--- src/sv/matrix_add_multiply_transpose_assert.svh ---
// ---------------------------------------------------------------------------
// Assertion macros for the matrix add / multiply / transpose block.
// Both macros expect signals named clk and rst in the scope of use.
// ---------------------------------------------------------------------------
`ifndef MATRIX_ADD_MULTIPLY_TRANSPOSE_ASSERT_SVH
`define MATRIX_ADD_MULTIPLY_TRANSPOSE_ASSERT_SVH
`ifndef SYNTHESIS
// Same-cycle implication.
`define MAMT_ASSERT_IMP(label, ante, cons) \
  label: assert property (@(posedge clk) disable iff (rst) (ante) |-> (cons)) \
    else $error("mamt: same-cycle check failed");
// Next-cycle implication.
`define MAMT_ASSERT_NEXT(label, ante, cons) \
  label: assert property (@(posedge clk) disable iff (rst) (ante) |=> (cons)) \
    else $error("mamt: next-cycle check failed");
`else
`define MAMT_ASSERT_IMP(label, ante, cons)
`define MAMT_ASSERT_NEXT(label, ante, cons)
`endif
`endif

--- src/sv/mamt_pkg.sv ---
// ---------------------------------------------------------------------------
// mamt_pkg
// Shared types, codes and the microcode table of the matrix engine.
// ---------------------------------------------------------------------------
package mamt_pkg;

  localparam int DATA_W = 32;

  // Configuration register indexes
  localparam logic [1:0] CFG_MODE = 2'd0;
  localparam logic [1:0] CFG_ROWS = 2'd1;
  localparam logic [1:0] CFG_COLS = 2'd2;

  // Operation codes
  localparam logic [1:0] MODE_ADD = 2'd0;
  localparam logic [1:0] MODE_MUL = 2'd1;
  localparam logic [1:0] MODE_TR  = 2'd2;

  // Sequencer steps
  localparam logic [1:0] STEP_IDLE  = 2'd0;
  localparam logic [1:0] STEP_RUN   = 2'd1;
  localparam logic [1:0] STEP_WRAP  = 2'd2;
  localparam logic [1:0] STEP_SPARE = 2'd3;

  // Counter operations
  localparam logic [1:0] CNT_HOLD  = 2'd0;
  localparam logic [1:0] CNT_CLEAR = 2'd1;
  localparam logic [1:0] CNT_STEP  = 2'd2;

  // Jump conditions
  localparam logic [1:0] COND_NEVER    = 2'd0;
  localparam logic [1:0] COND_ALWAYS   = 2'd1;
  localparam logic [1:0] COND_NO_START = 2'd2;
  localparam logic [1:0] COND_NOT_DONE = 2'd3;

  typedef struct packed {
    logic       load;
    logic       issue;
    logic [1:0] cnt_op;
    logic [1:0] cond;
    logic [1:0] target;
  } mamt_uword_t;

  // Flags that travel with each memory read down the pipeline.
  typedef struct packed {
    logic issue;
    logic first;
    logic last_t;
    logic eor;
    logic final_res;
  } mamt_tag_t;

  function automatic mamt_uword_t mamt_rom(input logic [1:0] pc);
    mamt_uword_t w;
    unique case (pc)
      STEP_IDLE: w = '{load: 1'b1, issue: 1'b0, cnt_op: CNT_CLEAR,
                       cond: COND_NO_START, target: STEP_IDLE};
      STEP_RUN:  w = '{load: 1'b0, issue: 1'b1, cnt_op: CNT_STEP,
                       cond: COND_NOT_DONE, target: STEP_RUN};
      STEP_WRAP: w = '{load: 1'b0, issue: 1'b0, cnt_op: CNT_CLEAR,
                       cond: COND_ALWAYS, target: STEP_IDLE};
      default:   w = '{load: 1'b0, issue: 1'b0, cnt_op: CNT_HOLD,
                       cond: COND_ALWAYS, target: STEP_IDLE};
    endcase
    return w;
  endfunction

  // Zero counts as one, anything above the maximum as the maximum.
  function automatic logic [3:0] mamt_clamp(input logic [3:0] d, input logic [3:0] dmax);
    logic [3:0] r;
    if (d == 4'd0) r = 4'd1;
    else if (d > dmax) r = dmax;
    else r = d;
    return r;
  endfunction

endpackage

--- src/sv/mamt_datapath.sv ---
// ---------------------------------------------------------------------------
// mamt_datapath
// Operand stores, the add / multiply stage, the accumulator and the output
// register.
// ---------------------------------------------------------------------------
`include "matrix_add_multiply_transpose_assert.svh"

module mamt_datapath import mamt_pkg::*; #(
  parameter int MAX_DIM = 8,
  localparam int DEPTH = MAX_DIM * MAX_DIM,
  localparam int AW = $clog2(DEPTH)
) (
  input  logic              clk,
  input  logic              rst,
  input  logic              is_mul,
  input  logic              is_tr,
  input  logic              wr_en,
  input  logic              wr_sel_b,
  input  logic [AW-1:0]     wr_addr,
  input  logic [DATA_W-1:0] wr_data,
  input  logic [AW-1:0]     rd_addr_a,
  input  logic [AW-1:0]     rd_addr_b,
  input  mamt_tag_t         tag,
  output logic              stall,
  output logic              out_valid,
  input  logic              out_ready,
  output logic [DATA_W-1:0] out_data,
  output logic              out_eor,
  output logic              out_last
);

  logic [DATA_W-1:0] mem_a [DEPTH];
  logic [DATA_W-1:0] mem_b [DEPTH];
  logic [DATA_W-1:0] rd_a, rd_b;
  logic [DATA_W-1:0] fn;
  logic [DATA_W-1:0] s2_val;
  logic [DATA_W-1:0] acc;
  logic [DATA_W-1:0] sum;
  mamt_tag_t         s1_tag, s2_tag;
  logic              emit;

  // The whole pipeline freezes while a result waits to be taken.
  assign stall = out_valid & ~out_ready;

  always_ff @(posedge clk) begin
    if (wr_en && !wr_sel_b) mem_a[wr_addr] <= wr_data;
    if (!stall) rd_a <= mem_a[rd_addr_a];
  end

  always_ff @(posedge clk) begin
    if (wr_en && wr_sel_b) mem_b[wr_addr] <= wr_data;
    if (!stall) rd_b <= mem_b[rd_addr_b];
  end

  // Only the low half of the product is kept: sums wrap modulo 2^32.
  always_comb begin
    if (is_mul) fn = rd_a * rd_b;
    else if (is_tr) fn = rd_a;
    else fn = rd_a + rd_b;
  end

  always_ff @(posedge clk) begin
    if (rst) begin
      s1_tag <= '0;
      s2_tag <= '0;
    end else if (!stall) begin
      s1_tag <= tag;
      s2_tag <= s1_tag;
    end
  end

  always_ff @(posedge clk) begin
    if (!stall) s2_val <= fn;
  end

  assign sum  = (s2_tag.first ? '0 : acc) + s2_val;
  assign emit = ~stall & s2_tag.issue & s2_tag.last_t;

  always_ff @(posedge clk) begin
    if (!stall && s2_tag.issue) acc <= sum;
    if (emit) begin
      out_data <= sum;
      out_eor  <= s2_tag.eor;
      out_last <= s2_tag.final_res;
    end
  end

  always_ff @(posedge clk) begin
    if (rst) begin
      out_valid <= 1'b0;
    end else if (emit) begin
      out_valid <= 1'b1;
    end else if (out_ready) begin
      out_valid <= 1'b0;
    end
  end

  `MAMT_ASSERT_IMP(a_last_ends_row, out_valid && out_last, out_eor)
  `MAMT_ASSERT_NEXT(a_stall_freezes, stall, $stable(s2_tag))
  `MAMT_ASSERT_NEXT(a_emit_shows, emit, out_valid)

endmodule

--- config.mk ---
export PLATFORM = sky130hd
export DESIGN_NAME = mamt_datapath
export DESIGN_NICKNAME = d
export VERILOG_FILES = /design/src/sv/mamt_pkg.sv /design/src/sv/mamt_datapath.sv
export VERILOG_INCLUDE_DIRS = /design/src /design/src/sv
export SDC_FILE = /design/constraint.sdc
export NUM_CORES = 2
export LEC_CHECK = 0
export BUFFER_PORTS_ARGS = -buffer_cell sky130_fd_sc_hd__buf_2
export CAP_MARGIN = 20
export CORE_MARGIN = 2
export CORE_UTILIZATION = 40
export CTS_BUF_LIST = sky130_fd_sc_hd__clkbuf_4 sky130_fd_sc_hd__clkbuf_8
export DETAILED_ROUTE_END_ITERATION = 6
export GPL_TIMING_DRIVEN = 1
export HOLD_SLACK_MARGIN = 0.05
export SLEW_MARGIN = 20
export SYNTH_ARGS = -nofsm -noshare
export SYNTH_HDL_FRONTEND = slang
export SYNTH_SLANG_ARGS = --single-unit
export TNS_END_PERCENT = 1
--- constraint.sdc ---
create_clock -name clk -period 7.7 [get_ports clk]
set_input_delay 1.925 -clock clk [delete_from_list [all_inputs] [get_ports clk]]
set_output_delay 1.925 -clock clk [all_outputs]
set_load 0.005 [all_outputs]
# Word-level counts from Yosys, hierarchy flattened
# Memory sizes are Yosys's and may differ from the RTL's. A register that Yosys moved wholly into a read port is not among the register bits.
# Cells that the tools add are included.
# totals
regBits	109
latchBits	0
ramBits	4096
romBits	0
in_bits	62
out_inout_bits	36
word_cells	43
n_memories	2
# memory_table
memory	words	word_bits	read_ports	rd_clocked_by_memory_dff	write_ports	line_no	source
mem_a	64	32	1	1	1	mamt_datapath.sv:32	logic [DATA_W-1:0] mem_a [DEPTH];
mem_b	64	32	1	1	1	mamt_datapath.sv:33	logic [DATA_W-1:0] mem_b [DEPTH];
# classes
n_addsub	2
multipliers	1
div_mod_pow	0
order_cmp	0
eq_ne	0
shifts	0
muxes	9
n_bitwise	5
n_reduce_logical	8
# ops
operator	count
32-bit two-way mux	3
32-bit adder	2
32-bit by 32-bit multiplier with 32-bit output	1
1-bit two-way mux	6
1-bit logical NOT	4
1-bit bitwise AND	3
1-bit logical AND	3
1-bit inverter	2
2-bit nonzero test	1

# Logic depth before layout (Yosys ltp)
# depth
ltp_word	6
ltp_mapped	28
depth_no_buf	26

# Least setup slack after synthesis
# No wires, ideal clock.
# synth_path
kind	register to register
start	register rd_b[2], read port of mem_b
end	register s2_val[30], data pin
setup_time_ns	0.260
arrival_ns	6.853
required_ns	7.440
slack_ns	0.587
stages_incl_launch_ff	26
path_buffers	2
synth_period_minus_slack_ns	7.113
path_cell_list	edfxtp_1 clkbuf_1 clkbuf_1 and2_1 fa_1 inv_1 fa_1 fa_1 fa_1 inv_1 fa_1 inv_1 fa_1 inv_1 fa_1 fa_1 ha_1 a21o_1 a21o_1 a21oi_1 o21ai_0 a22o_1 o41a_1 a22o_1 xor2_1 mux2_2
# synth_via
elab_chain_len	3
word_cells_on_any_way	4
cone_classes	add/sub (1); mul (1); mux (2)
# synth_lines
element	line_no	source
start, declared	mamt_datapath.sv:34	logic [DATA_W-1:0] rd_a, rd_b;
branches (longest 2 deep; another with 32-bit by 32-bit multiplier with 32-bit output)	n/a	
32-bit two-way mux (*)	mamt_datapath.sv:57	if (is_mul) fn = rd_a * rd_b;
net fn[30]	mamt_datapath.sv:35	logic [DATA_W-1:0] fn;
end signal, assigned	mamt_datapath.sv:73	if (!stall) s2_val <= fn;
end, declared	mamt_datapath.sv:36	logic [DATA_W-1:0] s2_val;
# Mark *: on every way through the listed nets, which the timed path passes.
# A chain may end at the register's enable or synchronous reset.

# Worst setup path in the final report
# Ends and elaborated chain as after synthesis.

==> load_flow_metrics.sql <==
INSERT INTO impl_metrics (metric_group, metric, value, unit) VALUES
('cts', 'cts.htree.levels', '6', ''),
('cts', 'tritoncts', 'done', ''),
('setup_path', 'critical_path.max_stage_delay', '0.55', 'ns'),
('sta', 'post-route-period-util', '97.5', '%'),
('floorplanning', 'fp.dieW', '675', 'µm'),
('setup_path', 'r2r_cells', '24', ''),
('sta', 'period_needed', '7.51', 'ns'),
('final_layout', 'stdcell_count', '15600', ''),
('final_layout', 'nNetsFinal', '9775', ''),
('final_layout', 'layout.cells.most_common_list', 'sky130_fd_sc_hd__edfxtp_1, sky130_fd_sc_hd__mux4_2, sky130_fd_sc_hd__clkbuf_8, sky130_fd_sc_hd__fa_1, sky130_fd_sc_hd__inv_1', ''),
('hold_path', 'holdPathEnd', 'out_eor', ''),
('setup_path', 'worst_setup_path_start_kind', 'flop', ''),
('placement', 'post-place-ws', '0.261', 'ns'),
('synthesis', 'synth_seq_area_share', '71.2', '%'),
('final_layout', 'final_cell_area', '0.203', 'mm²'),
('synthesis', 'post-synth-top-area-cell', 'sky130_fd_sc_hd__edfxtp_1', ''),
('synthesis', 'postSynthRegisterBits', '4269', ''),
('global_routing', 'remaining_overflow_grt', '0', ''),
('synthesis', 'edff_count_synth', '4258', ''),
('cts', 'clk_root_buffer_cell', 'sky130_fd_sc_hd__clkbuf_8', ''),
('job', 'number_of_max_cap_violations', '0', ''),
('synthesis', 'asyncSetResetFlopFracSynth', '0', '%'),
('sta', 'grt_setup_unrepaired', 'yes', ''),
('cts', 'clk_latency', '1.27', 'ns'),
('placement', 'dp.final_hpwl', '288000', 'µm'),
('setup_path', 'critical_path.cell_chain', 'buf_4 -> and2_1 -> fa_1 -> inv_1 -> fa_1 -> fa_1 -> inv_1 -> fa_1 -> ha_1 -> ha_1 -> inv_1 -> fa_1 -> inv_1 -> fa_1 -> ha_1 -> o21a_1 -> o211ai_1 -> nand2_1 -> a41o_1 -> a22o_1 -> o41a_1 -> a22o_1 -> xor2_1 -> mux2_2', ''),
('sta', 'max-slew-margin-rel', '20.8', '%'),
('floorplanning', 'boundaryPins', '98', ''),
('sta', 'finalWorstSetupSlack', '0.190', 'ns'),
('setup_path', 'crit-reg2reg-launch', 'rd_b[2]', ''),
('setup_path', 'cp_top_family', 'adder cells', ''),
('routing', 'drt_iter0_markers', '10300', ''),
('pwr', 'power-per-cell-area', '440', 'mW/mm²'),
('cts', 'numCtsBuffers', '669', ''),
('synthesis', 'postSynthNetCount', '9093', ''),
('setup_path', 'crit_slowest_cell', 'sky130_fd_sc_hd__fa_1', ''),
('floorplanning', 'die-area', '0.455', 'mm²'),
('hold_path', 'hold_class', 'reg2reg', ''),
('global_routing', 'grtUsageTotal', '20.9', '%'),
('synthesis', 'yosys_most_used_dff', 'sky130_fd_sc_hd__edfxtp_1', ''),
('cts', 'cts.sinks', '4269', ''),
('synthesis', 'synthesis.area_per_instance', '21.3', 'µm²'),
('sta', 'fmax', '133', 'MHz'),
('status', 'run_status', 'complete, but fails checks', ''),
('floorplanning', 'initial_utilization', '40.1', '%'),
('final_layout', 'mostFrequentLayoutCell', 'sky130_fd_sc_hd__edfxtp_1', ''),
('routing', 'avgRoutedWirePerCell', '30.6', 'µm'),
('setup_path', 'worst_setup_path_end_kind', 'flop', ''),
('global_routing', 'grt_pass1_wl', '680000', 'µm'),
('setup_path', 'rr_endpoint', 's2_val[30]', ''),
('setup_path', 'required', '8.69', 'ns'),
('synthesis', 'yosys-top-cells-area', 'sky130_fd_sc_hd__edfxtp_1, sky130_fd_sc_hd__mux4_2, sky130_fd_sc_hd__fa_1', ''),
('status', 'violations', 'design-rule violations', ''),
('routing', 'vias', '88200', ''),
('synthesis', 'gate_count_of_the_mapped_netlist', '8436', ''),
('floorplanning', 'die_h', '675', 'µm'),
('cts', 'clkTransAtPathRegs', '0.08', 'ns'),
('placement', 'placedInstanceArea', '0.190', 'mm²'),
('sta', 'report.final.hold_viol_count', '0', ''),
('cts', 'cts.repair_timing.setup_buffer_count', '0', ''),
('floorplanning', 'placementRows', '246', ''),
('pwr', 'ir_worst_vdd', '0.00212', 'V'),
('sta', 'setup_violations', '0', ''),
('final_layout', 'combined_area_of_the_multi_input_logic_cells', '0.0497', 'mm²'),
('global_routing', 'grt_max_degree', '98', ''),
('global_routing', 'via_count_of_the_first_global_routing_pass', '91800', ''),
('final_layout', 'register_area', '0.128', 'mm²'),
('synthesis', 'synth_warnings', '0', ''),
('setup_path', 'cp_num_buf_inv', '5', ''),
('routing', 'detail_route.drc_violations', '1', ''),
('synthesis', 'synth_largest_type_area_fraction', '71.0', '%');
[sequential cells by signal (all words and copies together), names as in the netlist]
register   count
mem_a       2048
mem_b       2048
acc           32
out_data      32
rd_a          32
rd_b          32
s2_val        32
s1_tag         5
s2_tag         5
out_eor        1
out_last       1
out_valid      1
[layer usage]
layer,wire (µm),vias to the layer above,track usage [%]
li1,-,35500,-
met1,196000,48200,29.6
met2,234000,3798,34.0
met3,36200,664,3.26
met4,12200,6,5.49
met5,34,-,0
[Yosys cell counts (3+ instances only)]
library cell               count
sky130_fd_sc_hd__and3_1        6
sky130_fd_sc_hd__a21o_1       29
sky130_fd_sc_hd__nand2b_1     13
sky130_fd_sc_hd__a21oi_1      90
sky130_fd_sc_hd__o21a_1       11
sky130_fd_sc_hd__inv_1       402
sky130_fd_sc_hd__a21boi_0      7
sky130_fd_sc_hd__a31oi_1       8
sky130_fd_sc_hd__nor4_1        3
sky130_fd_sc_hd__nor2_1      185
sky130_fd_sc_hd__a22o_1        3
sky130_fd_sc_hd__clkbuf_1    280
sky130_fd_sc_hd__mux2i_1      20
sky130_fd_sc_hd__buf_1        30
sky130_fd_sc_hd__mux4_2     1329
sky130_fd_sc_hd__nor3_1       15
sky130_fd_sc_hd__o21ai_0      62
sky130_fd_sc_hd__xor2_1       38
sky130_fd_sc_hd__nand4_1       5
sky130_fd_sc_hd__o211ai_1      9
sky130_fd_sc_hd__o311a_1       3
sky130_fd_sc_hd__and2_1      305
sky130_fd_sc_hd__nor2b_1      41
sky130_fd_sc_hd__dfxtp_1      11
sky130_fd_sc_hd__or4_1         5
sky130_fd_sc_hd__buf_2       110
sky130_fd_sc_hd__nand3_1      14
sky130_fd_sc_hd__fa_1        410
sky130_fd_sc_hd__o221ai_1      3
sky130_fd_sc_hd__xnor2_1      97
sky130_fd_sc_hd__a211oi_1     13
sky130_fd_sc_hd__edfxtp_1   4258
sky130_fd_sc_hd__nand2_1     323
sky130_fd_sc_hd__o21ai_2       4
sky130_fd_sc_hd__o21ai_1      11
sky130_fd_sc_hd__o31ai_1       4
sky130_fd_sc_hd__or3_1         7
sky130_fd_sc_hd__mux2_2       20
sky130_fd_sc_hd__o21bai_1     10
sky130_fd_sc_hd__ha_1        185
sky130_fd_sc_hd__nand3b_1      4
sky130_fd_sc_hd__a21oi_2       3
sky130_fd_sc_hd__or2_2         4
[timing repair]
item / CTS / global route
endpoints found under the hold margin: 0 / 0
hold buffers: 0 / 0
gates resized for setup: 0 / 1
setup endpoints to repair: 0 / 2
[stage by stage]
| step | setup TNS [ns] | total power [mW] | utilization (%) | hold slack (ns) |
|---|---|---|---|---|
| 6_report | 0 | 89.5 | 45.4 | 0.436 |
| 5_1_grt | -0.00538 | 94.4 | 45.3 | 0.448 |
| 4_1_cts | 0 | 89.9 | 45.3 | 0.438 |
| 3_5_place_dp | 0 | 71.4 | 42.5 | 0.425 |
| 3_3_place_gp | 0 | 71.1 | 42.4 | 0.412 |
| 2_1_floorplan | 0 | 62.0 | - | 0.408 |
[cell families (layout without fill, tap and decap cells)]
kind of cell	after synthesis	after routing	share of synthesized area (%)
AO/OA/AOI/OAI	304	304	1.10
XOR/XNOR	135	135	0.657
adder cells (fa/ha/maj)	595	595	5.85
buffers and inverters	823	2011	1.79
flip-flops	4269	4269	71.2
multiplexers	1369	1369	16.9
other	0	19	0
AND/OR/NAND/NOR	941	941	2.57
[where the power goes]
part           switching [mW]  total (mW)  leakage [nW]  internal [mW]
Combinational            24.9        44.1          20.9           19.2
Clock                    8.84        18.5          6.68           9.68
Sequential              0.242        26.9          38.5           26.6
[final cells by class]
| class | count | share of cell area, % |
|---|---|---|
| antenna | 19 | 0.0234 |
| clock buffer | 889 | 5.37 |
| clock inverter | 288 | 0.891 |
| inverter | 402 | 0.742 |
| multi-input combinational | 3344 | 24.4 |
| sequential | 4269 | 63.0 |
| tap | 5952 | 3.66 |
| timing repair buffer | 432 | 1.92 |
[worst register-to-register path, delay by kind of cell, from the launching register on]
| family | cells | cell delay, ns |
|---|---|---|
| xor gates and xnor gates | 1 | 0.14 |
| buffers and inverters | 5 | 0.46 |
| adders and majority gates | 9 | 3.83 |
| DFF | 1 | 0.51 |
| AOI/OAI and AO/OA | 6 | 1.67 |
| and+or+nand+nor | 2 | 0.37 |
| muxes | 1 | 0.26 |
[worst max-delay path by stage]
| stage | startpoint | end | slack, ns | cells after the start |
|---|---|---|---|---|
| 5_1_grt | rd_b[2] | s2_val[30] | -0.005 | 24 |
| 4_1_cts | rd_b[14] | s2_val[31] | 0.24 | 21 |
| 6_report | rd_b[2] | s2_val[30] | 0.19 | 24 |
| 2_1_floorplan | rd_b[2] | s2_val[30] | 0.59 | 25 |
| 3_3_place_gp | rd_b[14] | s2_val[31] | 0.21 | 21 |
| 3_5_place_dp | rd_b[14] | s2_val[31] | 0.26 | 21 |
Power figures use the tool's default switching activity.
