`src/sv/matrix_add_multiply_transpose_assert.svh`:
```
// ---------------------------------------------------------------------------
// Assertion macros for the matrix add / multiply / transpose block.
// Both macros expect signals named clk and rst in the scope of use.
// ---------------------------------------------------------------------------
`ifndef MATRIX_ADD_MULTIPLY_TRANSPOSE_ASSERT_SVH
`define MATRIX_ADD_MULTIPLY_TRANSPOSE_ASSERT_SVH
`ifndef SYNTHESIS
// Same-cycle implication.
`define MAMT_ASSERT_IMP(label, ante, cons) \
  label: assert property (@(posedge clk) disable iff (rst) (ante) |-> (cons)) \
    else $error("mamt: same-cycle check failed");
// Next-cycle implication.
`define MAMT_ASSERT_NEXT(label, ante, cons) \
  label: assert property (@(posedge clk) disable iff (rst) (ante) |=> (cons)) \
    else $error("mamt: next-cycle check failed");
`else
`define MAMT_ASSERT_IMP(label, ante, cons)
`define MAMT_ASSERT_NEXT(label, ante, cons)
`endif
`endif

```
`src/sv/mamt_pkg.sv`:
```
// ---------------------------------------------------------------------------
// mamt_pkg
// Shared types, codes and the microcode table of the matrix engine.
// ---------------------------------------------------------------------------
package mamt_pkg;

  localparam int DATA_W = 32;

  // Configuration register indexes
  localparam logic [1:0] CFG_MODE = 2'd0;
  localparam logic [1:0] CFG_ROWS = 2'd1;
  localparam logic [1:0] CFG_COLS = 2'd2;

  // Operation codes
  localparam logic [1:0] MODE_ADD = 2'd0;
  localparam logic [1:0] MODE_MUL = 2'd1;
  localparam logic [1:0] MODE_TR  = 2'd2;

  // Sequencer steps
  localparam logic [1:0] STEP_IDLE  = 2'd0;
  localparam logic [1:0] STEP_RUN   = 2'd1;
  localparam logic [1:0] STEP_WRAP  = 2'd2;
  localparam logic [1:0] STEP_SPARE = 2'd3;

  // Counter operations
  localparam logic [1:0] CNT_HOLD  = 2'd0;
  localparam logic [1:0] CNT_CLEAR = 2'd1;
  localparam logic [1:0] CNT_STEP  = 2'd2;

  // Jump conditions
  localparam logic [1:0] COND_NEVER    = 2'd0;
  localparam logic [1:0] COND_ALWAYS   = 2'd1;
  localparam logic [1:0] COND_NO_START = 2'd2;
  localparam logic [1:0] COND_NOT_DONE = 2'd3;

  typedef struct packed {
    logic       load;
    logic       issue;
    logic [1:0] cnt_op;
    logic [1:0] cond;
    logic [1:0] target;
  } mamt_uword_t;

  // Flags that travel with each memory read down the pipeline.
  typedef struct packed {
    logic issue;
    logic first;
    logic last_t;
    logic eor;
    logic final_res;
  } mamt_tag_t;

  function automatic mamt_uword_t mamt_rom(input logic [1:0] pc);
    mamt_uword_t w;
    unique case (pc)
      STEP_IDLE: w = '{load: 1'b1, issue: 1'b0, cnt_op: CNT_CLEAR,
                       cond: COND_NO_START, target: STEP_IDLE};
      STEP_RUN:  w = '{load: 1'b0, issue: 1'b1, cnt_op: CNT_STEP,
                       cond: COND_NOT_DONE, target: STEP_RUN};
      STEP_WRAP: w = '{load: 1'b0, issue: 1'b0, cnt_op: CNT_CLEAR,
                       cond: COND_ALWAYS, target: STEP_IDLE};
      default:   w = '{load: 1'b0, issue: 1'b0, cnt_op: CNT_HOLD,
                       cond: COND_ALWAYS, target: STEP_IDLE};
    endcase
    return w;
  endfunction

  // Zero counts as one, anything above the maximum as the maximum.
  function automatic logic [3:0] mamt_clamp(input logic [3:0] d, input logic [3:0] dmax);
    logic [3:0] r;
    if (d == 4'd0) r = 4'd1;
    else if (d > dmax) r = dmax;
    else r = d;
    return r;
  endfunction

endpackage

```
`src/sv/mamt_sequencer.sv`:
```
// ---------------------------------------------------------------------------
// mamt_sequencer
// Step counter over the microcode table, loop counters, address generation
// and the load counter that steers incoming items into the two stores.
// ---------------------------------------------------------------------------
`include "matrix_add_multiply_transpose_assert.svh"

module mamt_sequencer import mamt_pkg::*; #(
  parameter int MAX_DIM = 8,
  localparam int DEPTH = MAX_DIM * MAX_DIM,
  localparam int AW = $clog2(DEPTH),
  localparam int IW = $clog2(MAX_DIM),
  localparam int SW = $clog2(DEPTH + 1),
  localparam int CW = AW + 1,
  localparam int TW = AW + 2
) (
  input  logic          clk,
  input  logic          rst,
  input  logic          cfg_clear,
  input  logic          is_mul,
  input  logic          is_tr,
  input  logic [IW-1:0] r_m1,
  input  logic [IW-1:0] c_m1,
  input  logic [SW-1:0] size,
  input  logic          in_valid,
  output logic          in_ready,
  input  logic          stall,
  output logic          wr_en,
  output logic          wr_sel_b,
  output logic [AW-1:0] wr_addr,
  output logic [AW-1:0] rd_addr_a,
  output logic [AW-1:0] rd_addr_b,
  output mamt_tag_t     tag
);

  logic [1:0]    pc;
  logic [1:0]    pc_next;
  mamt_uword_t   uc;
  logic          step_en;
  logic          cond_true;

  logic [IW-1:0] i, j, t;
  logic [AW-1:0] ib, jb, tb;
  logic [IW-1:0] i_lim, j_lim, t_lim;
  logic          i_last, j_last, t_last, all_last;
  logic [AW-1:0] r_step, c_step;

  logic [CW-1:0] load_count;
  logic [CW-1:0] b_off;
  logic [TW-1:0] total;
  logic          in_fire, load_last, load_done, in_a;

  assign uc = mamt_rom(pc);

  // Loading
  assign in_ready  = uc.load;
  assign in_fire   = in_valid & in_ready;
  assign total     = is_tr ? TW'(size) : (TW'(size) << 1);
  assign load_last = (TW'(load_count) + TW'(1)) >= total;
  assign load_done = in_fire & load_last;
  assign in_a      = load_count < CW'(size);
  assign b_off     = load_count - CW'(size);
  assign wr_en     = in_fire;
  assign wr_sel_b  = ~in_a;
  assign wr_addr   = in_a ? load_count[AW-1:0] : b_off[AW-1:0];

  always_ff @(posedge clk) begin
    if (rst) begin
      load_count <= '0;
    end else if (cfg_clear) begin
      load_count <= '0;
    end else if (in_fire) begin
      load_count <= load_last ? '0 : load_count + CW'(1);
    end
  end

  // Loop limits: the result runs i by j, each entry summing over t.
  assign i_lim    = is_tr ? c_m1 : r_m1;
  assign j_lim    = is_tr ? r_m1 : c_m1;
  assign t_lim    = is_mul ? r_m1 : '0;
  assign i_last   = (i == i_lim);
  assign j_last   = (j == j_lim);
  assign t_last   = (t == t_lim);
  assign all_last = i_last & j_last & t_last;
  assign r_step   = AW'(r_m1) + AW'(1);
  assign c_step   = AW'(c_m1) + AW'(1);

  // A step that reads the stores waits while the output side is stalled.
  assign step_en = ~(uc.issue & stall);

  always_comb begin
    case (uc.cond)
      COND_NEVER:    cond_true = 1'b0;
      COND_ALWAYS:   cond_true = 1'b1;
      COND_NO_START: cond_true = ~load_done;
      COND_NOT_DONE: cond_true = ~all_last;
    endcase
    pc_next = cond_true ? uc.target : pc + 2'd1;
  end

  always_ff @(posedge clk) begin
    if (rst) begin
      pc <= STEP_IDLE;
    end else if (step_en) begin
      pc <= pc_next;
    end
  end

  always_ff @(posedge clk) begin
    if (rst) begin
      i  <= '0;
      j  <= '0;
      t  <= '0;
      ib <= '0;
      jb <= '0;
      tb <= '0;
    end else if (step_en) begin
      case (uc.cnt_op)
        CNT_CLEAR: begin
          i  <= '0;
          j  <= '0;
          t  <= '0;
          ib <= '0;
          jb <= '0;
          tb <= '0;
        end
        CNT_STEP: begin
          if (t_last) begin
            t  <= '0;
            tb <= '0;
            if (j_last) begin
              j  <= '0;
              jb <= '0;
              if (i_last) begin
                i  <= '0;
                ib <= '0;
              end else begin
                i  <= i + IW'(1);
                ib <= ib + c_step;
              end
            end else begin
              j  <= j + IW'(1);
              jb <= jb + c_step;
            end
          end else begin
            t  <= t + IW'(1);
            tb <= tb + r_step;
          end
        end
        default: ;
      endcase
    end
  end

  // The base registers hold i*cols, j*cols and t*rows.
  always_comb begin
    if (is_tr) rd_addr_a = jb + AW'(i);
    else if (is_mul) rd_addr_a = ib + AW'(t);
    else rd_addr_a = ib + AW'(j);
    rd_addr_b = is_mul ? tb + AW'(j) : ib + AW'(j);
  end

  assign tag.issue     = uc.issue & ~stall;
  assign tag.first     = (t == '0);
  assign tag.last_t    = t_last;
  assign tag.eor       = j_last;
  assign tag.final_res = i_last & j_last;

  `MAMT_ASSERT_NEXT(a_start_runs, load_done, pc == STEP_RUN)
  `MAMT_ASSERT_NEXT(a_cfg_clears_load, cfg_clear, load_count == '0)
  `MAMT_ASSERT_NEXT(a_run_ends, uc.issue && !stall && all_last, pc == STEP_WRAP)

endmodule

```
`config.mk`:
```
export PLATFORM = sky130hd
export DESIGN_NAME = mamt_sequencer
export DESIGN_NICKNAME = d
export VERILOG_FILES = /design/src/sv/mamt_pkg.sv /design/src/sv/mamt_sequencer.sv
export VERILOG_INCLUDE_DIRS = /design/src /design/src/sv
export SDC_FILE = /design/constraint.sdc
export NUM_CORES = 1
export LEC_CHECK = 0
export ABC_AREA = 0
export ABC_CLOCK_PERIOD_IN_PS = 3600
export BUFFER_PORTS_ARGS = -buffer_cell sky130_fd_sc_hd__buf_2
export CORE_ASPECT_RATIO = 0.8
export CORE_MARGIN = 5
export CORE_UTILIZATION = 48
export DETAILED_ROUTE_END_ITERATION = 8
export PLACE_DENSITY = 0.71
export SLEW_MARGIN = 20
export SYNTH_ARGS = -nofsm -noshare
export SYNTH_HDL_FRONTEND = slang
export SYNTH_SLANG_ARGS = --single-unit
```
`constraint.sdc`:
```
create_clock -name clk -period 3.6 [get_ports clk]
set_input_delay 0.18 -clock clk [delete_from_list [all_inputs] [get_ports clk]]
set_output_delay 0.18 -clock clk [all_outputs]
set_load 0.02 [all_outputs]
```
Word-level counts from Yosys, hierarchy flattened
Index checks and enable logic that the tools add are counted.

storage, ports and cells
  register bits after elaboration = 36
  input port bits = 20
  output and inout bits = 26
  logic and storage cells = 87

cells by class
  $add $sub $neg = 16
  $lt $le $gt $ge = 2
  eq/ne operators = 12
  multiplexer cells = 30
  bitwise gates (word level) = 11
  reduce and logical (&&, ||, !) cells = 8

operators with widths
  kind                 number
  $mux 6               10
  $pmux 6 s2           3
  $mux 3               9
  $add 6x3->6          4
  $pmux 8 s3           1
  $add 6x4->6          3
  $pmux 3 s2           3
  $add 3x1->3 const B  3
  $eq 3x3->1           3
  $add 3x1->4 const B  2
  $add 7x1->8 const B  1
  $eq 2x2->1 const B   4
  $ge 8x8->1           1
  $mux 8               1
  $add 7x1->7 const B  1
  $lt 7x7->1           1
  $mux 7               1
  $and 1x1->1          6
  $eq 2x1->1 const B   3
  $sub 6x6->6          1
  $not 1->1            5
  $logic_not 2->1      2
  $ne 2x2->1 const B   2
  $pmux 1 s4           1
  8 further kinds      8

Depth between registers and ports, before layout
Gate-level depths: netlist of run 1.

  word-level depth = 7
  depth in mapped cells = 10
  mapped depth without buffers = 10

Worst setup path before layout of run 1
OpenSTA, ideal clock, no wires.

  path type = flip-flop to flip-flop
  start point = register load_count[0]
  end point = register pc[0]
  setup time = 121 ps
  arrival time = 2532 ps
  required time = 3479 ps
  slack = 947 ps
  cell stages (with the launch flop) = 10
  buffers on the path = 0
  clock period less this slack = 2653 ps
  cell sequence = dfxtp_1 ha_1 and3_1 nand3_1 xnor2_1 ha_1 nand4_1 o311ai_1 o211ai_1 mux2_2

between the ends
  cells in the longest elaborated chain, start to end = 6

ends and longest elaborated chain
  what                    RTL line               source
  start, declared         mamt_sequencer.sv:48   logic [CW-1:0] load_count;
  start signal, assigned  mamt_sequencer.sv:73   load_count <= load_last ? '0 : load_count + CW'(1);
  $add 7x1->8             mamt_sequencer.sv:59   assign load_last = (TW'(load_count) + TW'(1)) >= total;
  $ge 8x8->1              mamt_sequencer.sv:59
  $and 1x1->1             mamt_sequencer.sv:60   assign load_done = in_fire & load_last;
  $not 1->1               mamt_sequencer.sv:95   COND_NO_START: cond_true = ~load_done;
  $pmux 1 s4              mamt_sequencer.sv:92   case (uc.cond)
  $mux 2                  mamt_sequencer.sv:98   pc_next = cond_true ? uc.target : pc + 2'd1;
  end signal, assigned    mamt_sequencer.sv:105  pc <= pc_next;
  end, declared           mamt_sequencer.sv:36   logic [1:0] pc;

Every way passes these cells.
A chain may end at the register's enable or synchronous reset.

Final worst setup path of run 1
  start point = register load_count[0]
  end point = output port wr_addr[3]

between the ends
  cells in the longest elaborated chain, start to end = 2
  elaborated cells on any way between the ends = 3
  classes of those cells = add/sub: 1; order compare: 1; mux: 1

ends and longest elaborated chain
  what                                       RTL line                                    source
  $sub 6x6->6 or $lt 7x7->1 (tied branches)  mamt_sequencer.sv:62, mamt_sequencer.sv:61
  $mux 6 (*)                                 mamt_sequencer.sv:65                        assign wr_addr = in_a ? load_count[AW-1:0] : b_off[AW-1:0];
  end, declared                              mamt_sequencer.sv:30                        output logic [AW-1:0] wr_addr,

Mark *: on every way between the ends. The rest lies on a longest branch, timed or not.

==> results of run 1 <==
-- cell type report --
cell class | count | area [um2] | area share (%)
multi-input cells | 341 | 2670 | 67.3
clock buffers | 6 | 72.6 | 1.83
repair buffers | 47 | 240 | 6.07
clock inverters | 1 | 5.00 | 0.126
inverters | 38 | 143 | 3.60
flip-flops and latches | 36 | 721 | 18.2
well taps | 90 | 113 | 2.84
-- metrics by stage --
step | hold WS, ps | util (%) | setup slack (ps)
finish | 244 | 53.8 | 695
global placement | 511 | 52.8 | 1040
CTS | 236 | 53.8 | 722
floorplan | 360 | - | 947
global route | 248 | 53.8 | 492
detailed placement | 523 | 52.8 | 984
-- state kept, by name (all words and copies together) (netlist names) --
signal / flops
pc: 2
tb: 6
t: 3
load_count: 7
ib: 6
j: 3
jb: 6
i: 3
-- worst max-delay path: cells and delay by family, from the launching register on --
| kind | cells | cell delay (ps) |
|---|---|---|
| AOI/OAI and AO/OA | 4 | 1050 |
| and+or+nand+nor | 1 | 110 |
| buffers and inverters | 2 | 250 |
| adders and majority gates | 1 | 210 |
| DFF | 1 | 430 |
| muxes | 1 | 390 |
-- per-layer routing --
metal	GRT usage, %	vias to the layer above
met5	0	-
met4	3.48	0
met3	3.19	7
met2	30.6	61
met1	26.9	1454
li1	-	1568
-- path summary, 6_finish.rpt --
kind,endpoint,slack [ps],from,depth (start not counted)
hold / removal,pc[1],240,stall,3
hold reg to reg,jb[0],540,jb[0],1
setup reg to reg,pc[0],960,load_count[2],10
setup / recovery,wr_addr[3],690,load_count[0],9
-- kinds of logic (layout without fill, tap and decap cells) --
| family | after synthesis | in the layout | share of synthesized area [%] |
|---|---|---|---|
| AND/OR/NAND/NOR | 114 | 114 | 15.8 |
| AO/OA/AOI/OAI | 99 | 99 | 18.3 |
| adder cells (fa/ha/maj) | 58 | 58 | 21.8 |
| buffers and inverters | 51 | 92 | 5.94 |
| XOR/XNOR | 44 | 44 | 10.7 |
| flip-flops | 36 | 36 | 20.0 |
| multiplexers | 26 | 26 | 7.44 |
-- cells in the mapped netlist (3+ instances only) --
library cell,n,area [um2]
mux2_2,6,67.6
a211oi_1,4,30.0
xnor2_1,20,175
nor2b_1,15,93.8
o211ai_1,4,30.0
ha_1,50,626
o21ai_0,21,105
a21boi_0,3,22.5
a21oi_1,24,120
o31ai_1,3,22.5
nand2b_1,5,31.3
nand3b_1,3,22.5
o21a_1,6,45.0
clkbuf_1,8,30.0
dfxtp_1,36,721
nand2_1,20,75.1
a22o_1,10,87.6
xor2_1,24,210
and3_1,5,31.3
a21o_1,8,60.1
inv_1,38,143
nor3_1,3,15.0
mux2i_1,20,200
nor2_1,43,161
nand3_1,7,35.0
buf_4,4,30.0
fa_1,8,160
-- power groups by stage --
| stage | clock network, mW | registers [mW] | logic [mW] |
|---|---|---|---|
| finish | 0.273 | 0.402 | 0.146 |
| global route | 0.298 | 0.402 | 0.163 |
| CTS | 0.281 | 0.402 | 0.146 |
| detailed placement | 0 | 0.411 | 0.145 |
| global placement | 0 | 0.411 | 0.141 |
| floorplan | 0 | 0.410 | 0.105 |
==> flow_summary_export.csv, run 1 <==
group,metric,value,unit
floorplan,die_h,87.5,um
run_status,run_status,"complete, no violations",
cts,worst_skew_pair.late_latency,290,ps
pwr,p_total,0.820,mW
cts,cts_root_buf,"clkbuf_8",
route,ant_nets,0,
floorplan,die_w,107,um
final_layout,nets,547,
placed_design,dp_cells,552,
floorplan,fp.coreArea,7360,um2
grt,grt_max_degree,27,
floorplan,rows,28,
yosys,syn_inst,428,
cts,cts.sinks,36,
yosys,yosysSeqAreaShare,20.0,%
cts,cts_tree,"yes",
critical_path,cpPeakStageDelay,430,ps
critical_path,critPathLaunchType,"flop",
route,met3_length,467,um
grt,grt_pass1_vias,2963,
pwr,p_leak,1.91,nW
final_layout,layout-drive-gt1-share,14.3,%
pwr,p_comb_share,17.8,%
yosys,synth_cell_types,52,
critical_path,slowest_stage,"dfxtp_1",
placed_design,hpwl,6900,um
yosys,synth_fp_nets,506,
route,wirelength,8350,um
final_layout,finalNonFillerCells,559,
sta,maxSlewViolCount,0,
sta,max_freq,0.344,GHz
final_layout,fillCellCount,693,
yosys,synth_edf_count,0,
grt,grt_overflow_total,0,
pwr,pwr-share-clk,33.2,%
pwr,swShare,28.1,%
final_layout,final_cell_area,3960,um2
final_layout,final_common_cell,"ha_1",
sta,finalCritPeriodShare,80.7,%
route,wl_met2,3710,um
grt,antenna_found_initial,0,
cts,post_cts.repair.setup_buffers,0,
floorplan,io-pin-count,46,
pwr,p_sw,0.230,mW
cts,cts.repair.resized,0,
pwr,vdd.ir_drop.worst,0.128,mV
sta,finalSetupViolCount,0,
route,drt_iter0_drc,194,
yosys,synth-main-ff-cell,"dfxtp_1",
sta,fin_crit,2910,ps
sta,finalHoldViolations,0,
yosys,async_flop_share,0,%
yosys,avgSynthCellArea,8.41,um2
critical_path,worstPathRequired,3420,ps
critical_path,cp-end-kind,"output port",
sta,tightest_slew,582,ps
route,drc,0,
yosys,syn-cell-area,3600,um2
cts,clk_pin_slew,70,ps
route,viasPerCell,5.53,
sta,relSlewSlack,61.2,%
cts,htree_levels,2,
pwr,powerDensity,207,nW/um2
yosys,ys_seq_elements,36,
sta,rsz0062_at_grt,"false",
sta,finalClockSkew,10.4,ps
flow_run,cap_violations,0,
route,wl_met1,4110,um
route,maxUsedRoutingLayer,"met4",
critical_path,arrival,2730,ps
pwr,p_int,0.590,mW
critical_path,critPathMaxFanout,7,
floorplan,start_util,48.9,%
final_layout,n_antenna_cell,0,
cts,hold_buffers,0,
critical_path,critPathKind,"reg -> out",
placed_design,place_congestion,0.854,
final_layout,syn_to_final_growth,9.98,%
sta,setup-tns-final,0,ps
grt,grt_pass1_wl,14400,um
yosys,yosys_warnings,0,
critical_path,path_cells,"inv_1 -> ha_1 -> nor2b_1 -> o21ai_0 -> a21boi_0 -> o31ai_1 -> a21oi_2 -> mux2_2 -> buf_2",
final_layout,most-common-layout-cells,"ha_1, buf_2, nor2_1",
grt,grt_use_total,19.0,%
route,routed-via-count,3090,
route,post_drt_wl_per_cell,14.9,um
placed_design,port_buffers,45,
cts,numCtsBuffers,5,
cts,clk_path_buf_depth,2,
floorplan,die_area,9340,um2
min_path,hold_class,"in -> reg",
pwr,seqPwrFrac,49.0,%
route,dr.pass1.iters,4,
placed_design,placed_area,3880,um2
Note: power is estimated with default switching activity, not from simulation.
==> run 2: changes to the inputs <==
--- a/config.mk
+++ b/config.mk
@@ -7,7 +7,7 @@
 export NUM_CORES = 1
 export LEC_CHECK = 0
 export ABC_AREA = 0
-export ABC_CLOCK_PERIOD_IN_PS = 3600
+export ABC_CLOCK_PERIOD_IN_PS = 2700
 export BUFFER_PORTS_ARGS = -buffer_cell sky130_fd_sc_hd__buf_2
 export CORE_ASPECT_RATIO = 0.8
 export CORE_MARGIN = 5
==> constraint.sdc (replaced) <==
create_clock -name clk -period 2.7 [get_ports clk]
set_input_delay 0.135 -clock clk [delete_from_list [all_inputs] [get_ports clk]]
set_output_delay 0.135 -clock clk [all_outputs]
set_load 0.02 [all_outputs]
==> flow_summary_export.csv, run 2 (synthesized netlist as in run 1, its figures left out) <==
group,metric,value,unit
run_status,run_status,"complete, no violations",
route,wirelength,8610,um
final_layout,finalNonFillerCells,567,
grt,grt_pass1_wl,14500,um
route,viasPerCell,5.49,
min_path,holdPathStages,2,
grt,gr-max-usage-layer,"met2",
sta,finalSetupViolCount,0,
critical_path,crit_path_start,"load_count[2]",
cts,cts_tree,"yes",
pwr,p_comb_share,17.6,%
cts,clk_path_buf_depth,2,
grt,met3_usage,3.19,%
pwr,seqPwrFrac,46.6,%
floorplan,fp.coreArea,7360,um2
sta,finalClockSkew,6.62,ps
route,post_drt_wl_per_cell,15.2,um
cts,worst_skew_pair.late_latency,290,ps
pwr,swShare,28.8,%
final_layout,final_common_cell,"ha_1",
pwr,pwr-share-clk,35.8,%
floorplan,die_h,87.5,um
sta,finalCritPeriodShare,94.3,%
final_layout,largest_reg_flops,7,
grt,grt_pass1_vias,3070,
grt,grtUsageMet1,26.7,%
sta,tightest_slew,479,ps
pwr,vdd.ir_drop.worst,0.179,mV
final_layout,layout-drive-gt1-share,17.6,%
route,drc,0,
sta,maxSlewViolCount,0,
route,drt_iter0_drc,178,
grt,grt_max_degree,19,
critical_path,cp-end-kind,"flop",
cts,cts.sinks,36,
sta,finalHoldViolations,0,
placed_design,dp_cells,557,
route,routed-via-count,3114,
grt,grt_overflow_total,0,
cts,cts_root_buf,"clkbuf_8",
pwr,powerDensity,283,nW/um2
floorplan,io-pin-count,46,
floorplan,start_util,48.9,%
critical_path,critPathKind,"reg -> reg",
route,dr.pass1.iters,5,
route,ant_nets,0,
grt,grt.met2_usage,31.4,%
critical_path,r2r_slack,160,ps
placed_design,port_buffers,45,
pwr,p_int,0.819,mW
critical_path,worstPathRequired,2890,ps
grt,grt_use_total,19.2,%
critical_path,critPathMaxFanout,8,
final_layout,most-common-layout-cells,"ha_1, buf_2, nor2_1",
pwr,p_sw,0.331,mW
cts,clk_pin_slew,80,ps
placed_design,place_congestion,0.850,
floorplan,die_w,107,um
cts,htree_levels,2,
final_layout,nets,554,
critical_path,reg2reg_from,"load_count[2]",
critical_path,arrival,2740,ps
floorplan,die_area,9340,um2
sta,fin_crit,2540,ps
final_layout,n_antenna_cell,0,
cts,hold_buffers,0,
pwr,p_leak,1.96,nW
min_path,min_to,"i[0]",
sta,relSlewSlack,67.9,%
pwr,p_total,1.15,mW
placed_design,hpwl,7040,um
critical_path,critPathLaunchType,"flop",
final_layout,regMostFlops,"load_count",
min_path,min_from,"rst",
sta,max_freq,0.393,GHz
critical_path,ff2ff_path_depth,9,
flow_run,cap_violations,0,
final_layout,syn_to_final_growth,12.8,%
cts,numCtsBuffers,5,
floorplan,rows,28,
min_path,hold_class,"in -> reg",
grt,antenna_found_initial,0,
critical_path,r2r_end,"pc[0]",
==> run 2: cell type report <==
type                    instances  area [um2]
clock buffers                   6        82.6
clock inverters                 2        10.0
repair buffers                 54         305
inverters                      38         143
flip-flops and latches         36         727
well taps                      90         113
fillers                       671        3300
multi-input cells             341        2680
==> run 2: per-stage QoR <==
stage / utilization (%) / setup slack [ps] / area, um2 / hold WS [ps] / TNS, ps
floorplan: - / 47.2 / 3600 / 315 / 0
detailed placement: 53.3 / 161 / 3920 / 508 / 0
finish: 55.2 / 155 / 4060 / 199 / 0
global placement: 53.3 / 285 / 3920 / 478 / 0
global route: 55.2 / -10.3 / 4060 / 211 / -16.1
CTS: 54.9 / 57.1 / 4040 / 191 / 0
==> run 2: routing by layer <==
layer  part of all wire, %  up-vias
met4                   1.1        0
li1                      -     1581
met1                    48     1466
met2                    45       58
met5                     0        -
met3                   5.9        9
==> run 2: worst max-delay path by stage <==
stage,to,depth (start not counted)
2_1_floorplan,pc[0],9
3_3_place_gp,pc[0],9
3_5_place_dp,load_count[4],11
4_1_cts,wr_addr[0],10
5_1_grt,wr_addr[3],10
6_report,pc[0],9
==> run 2: critical path, cell delays in order (launching register included) <==
cell      delay (ps)
dfxtp_1          450
and3_1           270
and3_1           250
xor2_1           170
ha_1             270
a21o_1           190
nand3_1           90
o311ai_2         130
o211ai_1         280
mux2_2           360
==> run 2: power by group through the flow <==
stage,clock network (mW),registers (mW),logic (mW)
after CTS,0.419,0.535,0.201
after global placement,0,0.548,0.192
after global routing,0.445,0.536,0.227
final,0.412,0.535,0.203
after detailed placement,0,0.548,0.199
after floorplan,0,0.547,0.140
==> run 2: repair_timing <==
action,in CTS,in global routing
buffers inserted,2,0
endpoints found under the setup margin,4,15
gates cloned,0,0
gates resized for setup,0,10
pin swaps,1,0
==> run 3: changes to the inputs <==
--- a/config.mk
+++ b/config.mk
@@ -7,7 +7,7 @@
 export NUM_CORES = 1
 export LEC_CHECK = 0
 export ABC_AREA = 0
-export ABC_CLOCK_PERIOD_IN_PS = 2700
+export ABC_CLOCK_PERIOD_IN_PS = 2920
 export BUFFER_PORTS_ARGS = -buffer_cell sky130_fd_sc_hd__buf_2
 export CORE_ASPECT_RATIO = 0.8
 export CORE_MARGIN = 5
==> constraint.sdc (replaced) <==
create_clock -name clk -period 2.92 [get_ports clk]
set_input_delay 0.146 -clock clk [delete_from_list [all_inputs] [get_ports clk]]
set_output_delay 0.146 -clock clk [all_outputs]
set_load 0.02 [all_outputs]
==> flow_summary_export.csv, run 3 (synthesized netlist as in run 1, its figures left out) <==
group,metric,value,unit
floorplan,die_area,9340,um2
critical_path,path_buf_inv,2,
final_layout,fillCellCount,698,
grt,grt_overflow_total,0,
cts,clk_path_buf_depth,2,
run_status,run_status,"complete, no violations",
cts,cts_root_buf,"clkbuf_8",
route,drt_iter0_drc,152,
cts,htree_levels,2,
route,ant_nets,0,
sta,finalHoldViolations,0,
route,viasPerCell,5.46,
sta,finalSetupViolCount,0,
final_layout,syn_to_final_growth,10.6,%
pwr,vdd.ir_drop.worst,0.264,mV
critical_path,cpPeakStageDelay,400,ps
sta,finalCritPeriodShare,91.1,%
sta,finalClockSkew,8.72,ps
floorplan,rows,28,
pwr,p_int,0.729,mW
pwr,powerDensity,256,nW/um2
cts,cts.sinks,36,
sta,tightest_slew,486,ps
route,met3_length,468,um
route,post_drt_wl_per_cell,14.8,um
critical_path,critical-path-top-delay-family,"compound AO/OA/AOI/OAI gates",
critical_path,r2r_slack,370,ps
pwr,swShare,28.6,%
final_layout,n_antenna_cell,0,
route,wl_met1,4010,um
sta,maxSlewViolCount,0,
grt,antenna_found_initial,0,
final_layout,final_cell_area,3980,um2
route,maxUsedRoutingLayer,"met4",
final_layout,largest_reg_flops,7,
floorplan,start_util,48.9,%
cts,numCtsBuffers,5,
final_layout,regMostFlops,"load_count",
placed_design,port_buffers,45,
cts,clk_pin_slew,70,ps
sta,setup-tns-final,0,ps
min_path,hold_class,"in -> reg",
sta,rsz0062_at_grt,"false",
sta,fin_hold_ws,208,ps
pwr,pwr-share-clk,33.6,%
route,routed-via-count,3070,
pwr,p_comb_share,17.9,%
critical_path,arrival,2510,ps
cts,cts_tree,"yes",
critical_path,crit_path_start,"load_count[1]",
floorplan,io-pin-count,46,
critical_path,critPathKind,"reg -> out",
critical_path,path_cells,"ha_1 -> nor2b_1 -> o21ai_0 -> a21boi_1 -> o31ai_1 -> a21oi_2 -> buf_4 -> mux2_2 -> buf_2",
sta,fin_crit,2660,ps
grt,grt_max_degree,21,
placed_design,placed_area,3900,um2
final_layout,final_common_cell,"ha_1",
placed_design,place_congestion,0.889,
grt,grt_pass1_vias,3051,
pwr,p_sw,0.292,mW
critical_path,cp-end-kind,"output port",
final_layout,regArea,721,um2
floorplan,die_w,107,um
critical_path,slowest_stage,"dfxtp_1",
critical_path,worstPathRequired,2770,ps
final_layout,multiInputGateArea,2670,um2
pwr,p_leak,1.93,nW
cts,worst_skew_pair.late_latency,290,ps
final_layout,nets,550,
critical_path,crit_end,"wr_addr[5]",
grt,grt_pass1_wl,14600,um
final_layout,most-common-layout-cells,"ha_1, buf_2, nor2_1",
route,drc,0,
critical_path,r2r_end,"pc[0]",
route,dr.pass1.iters,4,
critical_path,critPathMaxFanout,6,
critical_path,ff2ff_path_depth,9,
pwr,seqPwrFrac,48.5,%
critical_path,reg2reg_from,"load_count[2]",
grt,grt_use_total,19.4,%
critical_path,worst-path-stages,9,
sta,relSlewSlack,67.4,%
critical_path,critPathLaunchType,"flop",
route,wirelength,8330,um
flow_run,cap_violations,0,
placed_design,hpwl,6960,um
floorplan,fp.coreArea,7360,um2
route,wl_met2,3790,um
final_layout,layout-drive-gt1-share,14.8,%
sta,max_freq,0.376,GHz
floorplan,die_h,87.5,um
[run 3: worst min path at each step]
stage	end	start	depth (start not counted)
5_1_grt	load_count[5]	cfg_clear	3
4_1_cts	pc[1]	stall	3
3_5_place_dp	i[0]	rst	2
3_3_place_gp	i[0]	rst	2
2_1_floorplan	pc[1]	stall	2
6_report	i[0]	rst	2
[run 3: routing by layer]
layer	GRT usage, %	vias up
li1	-	1579
met1	26.9	1431
met2	32.0	54
met3	3.26	6
met4	3.60	0
met5	0	-
[run 3: power groups by stage]
stage                     Combinational (mW)  Sequential (mW)  Clock, mW
after global routing                   0.205            0.495      0.376
final                                  0.183            0.495      0.343
after global placement                 0.175            0.506          0
after CTS                              0.183            0.495      0.353
after floorplan                        0.129            0.506          0
after detailed placement               0.182            0.507          0
[run 3: stage by stage]
stage               setup WS [ps]  utilization (%)  power (mW)  cells
floorplan                     267                -       0.635    428
global placement              489             53.0       0.682    554
detailed placement            370             53.0       0.688    554
CTS                           141             54.0        1.03    561
global route                 25.0             54.1        1.08    562
finish                        260             54.1        1.02    562
[run 3: final cells by class]
type / instances / share of cell area [%]
clock buffers: 6 / 1.82
clock inverters: 1 / 0.126
inverters: 38 / 3.58
multi-input cells: 341 / 66.9
flip-flops and latches: 36 / 18.1
well taps: 90 / 2.83
repair buffers: 50 / 6.60
[run 3: what timing repair did]
action / 4_1_cts / 5_1_grt
buffers inserted: 0 / 1
hold buffers: 0 / 0
setup endpoints to repair: 0 / 6
gates resized for setup: 0 / 1
